**config.mk**
```make
export PLATFORM = sky130hd
export DESIGN_NAME = tnae_ctrl
export DESIGN_NICKNAME = d
export VERILOG_FILES = /design/src/hdl/tnae_pkg.sv /design/src/hdl/tnae_ctrl.sv
export SDC_FILE = /design/constraint.sdc
export NUM_CORES = 1
export LEC_CHECK = 0
export ABC_AREA = 1
export BUFFER_PORTS_ARGS = -buffer_cell sky130_fd_sc_hd__buf_4
export CORE_MARGIN = 5
export CORE_UTILIZATION = 55
export CTS_BUF_LIST = sky130_fd_sc_hd__clkbuf_8 sky130_fd_sc_hd__clkbuf_16
export DETAILED_ROUTE_END_ITERATION = 8
export GPL_TIMING_DRIVEN = 0
export PLACE_DENSITY_LB_ADDON = 0.2
export SETUP_SLACK_MARGIN = 0.02
export SLEW_MARGIN = 20
export SYNTH_ARGS = -nofsm -noshare
export SYNTH_HDL_FRONTEND = slang
export SYNTH_SLANG_ARGS = --single-unit
```
**constraint.sdc**
```tcl
create_clock -name aclk -period 1.9 [get_ports aclk]
set_input_delay 0.475 -clock aclk [delete_from_list [all_inputs] [get_ports aclk]]
set_output_delay 0.475 -clock aclk [all_outputs]
set_load 0.03 [all_outputs]
```
**src/hdl/tnae_pkg.sv**
```systemverilog
`timescale 1ns / 1ps
`default_nettype none

package tnae_pkg;

    localparam int VertexDepthDefault = 4096;
    localparam int CoordFracDefault   = 16;

    localparam int CoordW   = 32;
    localparam int SlotW    = 12;
    localparam int CornerW  = 16;
    localparam int CountW   = 13;
    localparam int MinLenW  = 16;
    localparam int NormW    = 16;
    localparam int AreaW    = 48;
    localparam int CrossW   = 64;
    localparam int SqW      = 128;
    localparam int RootW    = 64;
    localparam int MulW     = 33;
    localparam int NormFrac = 15;
    localparam int QuotW    = NormFrac + 2;
    localparam int StepW    = 7;

    localparam int MulLast  = 6;
    localparam int SqLast   = 12;
    localparam int SqrtLast = RootW - 1;
    localparam int DivLast  = QuotW - 1;

    localparam logic [NormW-1:0] NormOne = 16'h7FFF;

    // register indexes on the configuration port
    localparam logic RegVertexCount = 1'b0;
    localparam logic RegMinLength   = 1'b1;

    typedef enum logic [1:0] {
        SEL_A = 2'd0,
        SEL_B = 2'd1,
        SEL_C = 2'd2
    } rd_sel_t;

    typedef struct packed {
        logic              capture;
        logic              wr_vtx;
        logic              rd_en;
        rd_sel_t           rd_sel;
        logic              cap_a;
        logic              cap_b;
        logic              mk_edge;
        logic              mul;
        logic              mag;
        logic              sq;
        logic              sqrt;
        logic              div_init;
        logic              div;
        logic              finish;
        logic [StepW-1:0]  step;
    } cmd_t;

    typedef struct packed {
        logic idx_ok;
        logic dflt;
    } sts_t;

endpackage

`default_nettype wire

```
**src/hdl/tnae_ctrl.sv**
```systemverilog
`timescale 1ns / 1ps
`default_nettype none

module tnae_ctrl (
    input  wire logic            aclk,
    input  wire logic            aresetn,
    input  wire logic            s_valid,
    output      logic            s_ready,
    input  wire logic            s_req_type,
    output      logic            m_valid,
    input  wire logic            m_ready,
    input  wire tnae_pkg::sts_t  sts,
    output      tnae_pkg::cmd_t  cmd
);

    typedef enum logic [10:0] {
        ST_IDLE  = 11'b00000000001,
        ST_RDA   = 11'b00000000010,
        ST_RDB   = 11'b00000000100,
        ST_RDC   = 11'b00000001000,
        ST_EDGE  = 11'b00000010000,
        ST_MUL   = 11'b00000100000,
        ST_MAG   = 11'b00001000000,
        ST_SQ    = 11'b00010000000,
        ST_SQRT  = 11'b00100000000,
        ST_DINIT = 11'b01000000000,
        ST_FIN   = 11'b10000000000
    } state_t;

    state_t state_reg, state_next;
    logic [tnae_pkg::StepW-1:0] cnt_reg, cnt_next;
    logic out_valid_reg, out_valid_next;
    logic div_phase_reg, div_phase_next;

    assign s_ready = (state_reg == ST_IDLE);
    assign m_valid = out_valid_reg;

    always_comb begin
        state_next     = state_reg;
        cnt_next       = cnt_reg;
        div_phase_next = div_phase_reg;
        cmd            = '0;
        cmd.step       = cnt_reg;
        case (state_reg)
            ST_IDLE: begin
                if (s_valid) begin
                    if (!s_req_type) begin
                        cmd.wr_vtx = 1'b1;
                    end else begin
                        cmd.capture = 1'b1;
                        state_next  = sts.idx_ok ? ST_RDA : ST_FIN;
                    end
                end
            end
            ST_RDA: begin
                cmd.rd_en  = 1'b1;
                cmd.rd_sel = tnae_pkg::SEL_A;
                state_next = ST_RDB;
            end
            ST_RDB: begin
                cmd.rd_en  = 1'b1;
                cmd.rd_sel = tnae_pkg::SEL_B;
                cmd.cap_a  = 1'b1;
                state_next = ST_RDC;
            end
            ST_RDC: begin
                cmd.rd_en  = 1'b1;
                cmd.rd_sel = tnae_pkg::SEL_C;
                cmd.cap_b  = 1'b1;
                state_next = ST_EDGE;
            end
            ST_EDGE: begin
                cmd.mk_edge = 1'b1;
                cnt_next    = '0;
                state_next  = ST_MUL;
            end
            ST_MUL: begin
                cmd.mul = 1'b1;
                if (cnt_reg == tnae_pkg::StepW'(tnae_pkg::MulLast)) begin
                    cnt_next   = '0;
                    state_next = ST_MAG;
                end else begin
                    cnt_next = cnt_reg + 1'b1;
                end
            end
            ST_MAG: begin
                cmd.mag    = 1'b1;
                state_next = ST_SQ;
            end
            ST_SQ: begin
                cmd.sq = 1'b1;
                if (cnt_reg == tnae_pkg::StepW'(tnae_pkg::SqLast)) begin
                    cnt_next   = '0;
                    state_next = ST_SQRT;
                end else begin
                    cnt_next = cnt_reg + 1'b1;
                end
            end
            ST_SQRT: begin
                cmd.sqrt = 1'b1;
                if (cnt_reg == tnae_pkg::StepW'(tnae_pkg::SqrtLast)) begin
                    cnt_next       = '0;
                    div_phase_next = 1'b0;
                    state_next     = ST_DINIT;
                end else begin
                    cnt_next = cnt_reg + 1'b1;
                end
            end
            ST_DINIT: begin
                // first cycle loads the dividers, then one quotient bit per cycle
                if (!div_phase_reg) begin
                    cmd.div_init = 1'b1;
                    if (sts.dflt) begin
                        state_next = ST_FIN;
                    end else begin
                        div_phase_next = 1'b1;
                        cnt_next       = '0;
                    end
                end else begin
                    cmd.div = 1'b1;
                    if (cnt_reg == tnae_pkg::StepW'(tnae_pkg::DivLast)) begin
                        div_phase_next = 1'b0;
                        state_next     = ST_FIN;
                    end else begin
                        cnt_next = cnt_reg + 1'b1;
                    end
                end
            end
            ST_FIN: begin
                if (!out_valid_reg || m_ready) begin
                    cmd.finish = 1'b1;
                    state_next = ST_IDLE;
                end
            end
            default: begin
                state_next = ST_IDLE;
            end
        endcase

        if (cmd.finish) begin
            out_valid_next = 1'b1;
        end else if (m_ready) begin
            out_valid_next = 1'b0;
        end else begin
            out_valid_next = out_valid_reg;
        end
    end

    always_ff @(posedge aclk) begin
        if (!aresetn) begin
            state_reg     <= ST_IDLE;
            cnt_reg       <= '0;
            out_valid_reg <= 1'b0;
            div_phase_reg <= 1'b0;
        end else begin
            state_reg     <= state_next;
            cnt_reg       <= cnt_next;
            out_valid_reg <= out_valid_next;
            div_phase_reg <= div_phase_next;
        end
    end

    a_finish_shows: assert property (@(posedge aclk) disable iff (!aresetn)
        cmd.finish |=> m_valid)
        else $error("result register not marked full after finish");

    a_no_overwrite: assert property (@(posedge aclk) disable iff (!aresetn)
        cmd.finish |-> (!out_valid_reg || m_ready))
        else $error("pending result overwritten");

    a_vertex_no_work: assert property (@(posedge aclk) disable iff (!aresetn)
        (s_valid && s_ready && !s_req_type) |=> (state_reg == ST_IDLE))
        else $error("vertex write started face work");

    a_div_skip: assert property (@(posedge aclk) disable iff (!aresetn)
        (cmd.div) |-> !sts.dflt)
        else $error("division running on a degenerate face");

endmodule

`default_nettype wire

```
== Word level (Yosys, flattened, before mapping) ==
Index checks and enable logic that the tools add are counted.
Word-level totals
  register bits after elaboration: 20
  input port bits: 7
  output and inout bits: 24
  logic and storage cells: 80
Operators by class
  $add $sub $neg: 1
  equal/unequal tests: 25
  multiplexer cells: 42
  reduce and logical (&&, ||, !) cells: 8
Operators by type and width (count)
  $pmux W11 S11: 1
  $mux W11: 10
  $mux W7: 6
  $pmux W7 S5: 1
  $mux W1: 19
  $ne A3 B3 Y1 const B: 4
  $eq A11 B1 Y1 const B: 1
  $eq A11 B10 Y1 const B: 1
  $eq A11 B11 Y1 const B: 1
  $eq A11 B2 Y1 const B: 1
  $eq A11 B3 Y1 const B: 1
  $eq A11 B4 Y1 const B: 1
  $eq A11 B5 Y1 const B: 1
  $eq A11 B6 Y1 const B: 1
  $eq A11 B7 Y1 const B: 1
  $eq A11 B8 Y1 const B: 1
  $eq A11 B9 Y1 const B: 1
  $ne A2 B2 Y1 const B: 5
  $pmux W3 S3: 1
  $reduce_and A8 Y1: 1
  $add A7 B1 Y7 const B: 1
  $eq A7 B3 Y1 const B: 1
  $eq A7 B4 Y1 const B: 1
  $eq A7 B5 Y1 const B: 1
  other kinds (10): 13

== Longest topological paths before layout ==
  depth after elaboration: 5
  mapped depth: 11
  depth with buffers taken out: 11

== Least setup slack after synthesis ==
Ideal clock, no wire load.
  kind: register -> output
  start: register state_reg[6]
  end: output port cmd[18] (netlist bit)
  arrival: 1.944 ns
  data required time: 1.425 ns
  path slack: -0.519 ns
  cell stages (with the launch flop): 5
  path buffers: 1
  cell sequence: dfxtp_1 nor2_2 nand2_2 nor4_1 buf_4
RTL lines
  from (decl): line tnae_ctrl.sv:30  | state_t state_reg, state_next;
  from (signal assigned): line tnae_ctrl.sv:156  | state_reg <= state_next;
  to (decl): line tnae_ctrl.sv:13  | output tnae_pkg::cmd_t cmd

==> results.md <==
- WP data required: 1.42 ns
- Final hold vios: 0
- CP cell instances: inv_2, nand2_4, nor2_1, o21ai_0, nand2_1, buf_6
- Synth cell types: 24
- Layout cell share with drive strength beyond 1: 42.5%
- CTS tree: done
- Nets: 303
- Initial antenna violation count: 0
- Crit-path max FO: 4
- Max VDD drop: 1700 uV
- DRT iter0 DRCs: 86
- Status: finished, violations left
- Achievable Freq: 498 MHz
- GR Overflow Total: 0
- Wire per inst: 13.6 um
- FF+latch count, synth: 20
- Area growth from synthesis to layout: 40.2%
- Crit path max-delay family: flip-flops
- I/O Buffers: 30
- Pins Over Slew Limit: 0
- CP max stage cell: dfxtp_2
- # rows: 19
- Worst-Margin Slew: 0.398 ns
- Slowest stage delay, CP: 0.38 ns
- Failing checks: negative setup slack
- DIE AREA: 0.00393 mm^2
- Lkg Pwr: 1.07 nW
- Synthesized cell area: 0.00153 mm^2
- CTS Buffer Depth: 2
- Crit path DAT: 1.53 ns
- Initial core utilization: 56.4%
- # clock sinks: 20
- Reg clk slew, reported paths: 0.08 ns
- Slew Limit Headroom: 73.3%
- Final cycle utilization of the critical path: 106%
- Final setup viols: 4
- CORE AREA: 0.00271 mm^2
- Total GRT Usage: 20.1%
- Routed Wire Length: 4.40 mm
- Setup TNS: -0.191 ns
- Antenna diodes: 0
- Pre-Repair DR Iteration Count: 4
- # H-tree levels: 1
- Clock Skew: 0.00455 ns
- Final min period: 2.01 ns
- Hold WS: 0.445 ns
- DRC Markers: 0
- Post-synthesis sequential area ratio: 26.2%
- First-pass GRT wire length: 6.67 mm
- Largest register FFs: 11
- Syn_nets: 258
- RSZ-0062 raised after global routing: yes
- Mapped Cells: 248
- Max Cap Viol: 0
- TritonCTS Buffers: 3
- Warnings from Yosys: 0
- # IOs: 31
- CP Capture Type: output port
- Post-route ant nets: 0
- Hold Buf Count CTS: 0
- Die height: 62.7 um
- Largest net degree at the start of global routing: 12
- Startpoint types: flop
- Die X-Extent: 62.7 um
- Hold Path Class: in2reg
- Power per cell area: 1510 mW/mm^2
- Crit path buffers/inverters: 2
- Number of global-route vias before repair: 1505
- Critical Setup Path Class: reg2out
- CTS root buf: clkbuf_8
- Fin worst setup slack: -0.110 ns
- Vias: 1725
- Synthesized area per cell: 6.17 um^2
- Clock latency at the later pin of the worst-skew pair: 0.26 ns
- Placed wire-length estimate: 2.81 mm
- GP Congestion: 0.881
- Via density: 5.34
repair_timing:
action                                  in CTS  in global routing
gates cloned                                 0                  0
gates resized for setup                     32                 41
pin swaps                                   12                 12
setup buffers                                6                  5
endpoints found under the setup margin       9                 17
per-stage QoR:
| stage | worst slack (ns) | cells | instance area (um^2) | utilization (%) | power, mW |
|---|---|---|---|---|---|
| 3_5_place_dp | 0.132 | 309 | 1810 | 66.8 | 2.26 |
| 3_3_place_gp | 0.159 | 309 | 1810 | 66.8 | 2.23 |
| 2_1_floorplan | -0.0897 | 248 | 1550 | - | 1.89 |
| 5_1_grt | -0.191 | 323 | 2140 | 79.1 | 3.49 |
| 4_1_cts | -0.0263 | 319 | 2000 | 73.9 | 2.86 |
| 6_report | -0.110 | 323 | 2140 | 79.1 | 3.24 |
placed cells by master (no fill, tap or decap), drive strengths merged:
master / n
a21oi: 3
and2: 1
buf: 43
clkbuf: 4
clkinv: 1
dfxtp: 20
ha: 3
inv: 42
nand2: 72
nand3: 22
nand4: 7
nor2: 51
nor3: 7
nor3b: 1
nor4: 2
o21ai: 13
routing by layer:
metal  track usage, %  routed length, um
met5                0                  0
met1             27.1               1880
met2             32.6               2120
met4             5.04                 80
met3             3.96                319
report_power, final:
part / switching [mW] / internal [mW] / leakage (nW)
registers: 0.121 / 0.529 / 0.167
logic: 1.40 / 0.855 / 0.871
clock network: 0.150 / 0.185 / 0.0288
path summary, 6_finish.rpt:
kind / start / slack [ns] / cells after the start / end
setup / recovery: state_reg[0] / -0.11 / 6 / cmd[19]
setup reg to reg: cnt_reg[0] / 0.16 / 10 / state_reg[10]
hold reg to reg: cnt_reg[6] / 0.55 / 2 / cnt_reg[6]
hold / removal: sts[1] / 0.44 / 3 / state_reg[1]
cells in the mapped netlist:
master	number	area share, %
nand2_2	6	2.5
nor4_1	2	0.82
nor2_2	10	4.1
nand3_2	1	0.65
nor2_1	36	8.8
nor3_1	5	1.6
inv_1	38	9.3
a21oi_1	3	0.98
nand2_4	3	2.2
buf_4	2	0.98
inv_2	4	0.98
nand4_1	7	2.9
ha_1	3	2.5
and2_1	1	0.41
buf_2	1	0.33
nand3_4	3	3.4
nand2_1	63	15
nor3_2	2	1.3
nor2_4	5	3.7
o21ai_0	13	4.3
clkinv_1	1	0.25
nor3b_1	1	0.49
dfxtp_1	20	26
nand3_1	18	5.9
tightest hold or removal path, stage by stage:
cell,delay (ns)
buf_4,0.08
nand4_1,0.07
inv_1,0.05
cell families after synthesis:
group / count (synthesis) / share of synthesized area (%)
adder cells (fa/ha/maj): 3 / 2.46
buffers and inverters: 46 / 11.9
AND/OR/NAND/NOR: 163 / 54.3
flip-flops: 20 / 26.2
AO/OA/AOI/OAI: 16 / 5.24
layout make-up:
cell class / count / area, um^2
flip-flops and latches: 20 / 419
fillers: 198 / 567
clock buffers: 4 / 55.1
well taps: 31 / 38.8
plain buffers: 2 / 12.5
repair buffers: 41 / 360
inverters: 43 / 168
multi-input cells: 182 / 1090
Power figures use the tool's default switching activity.
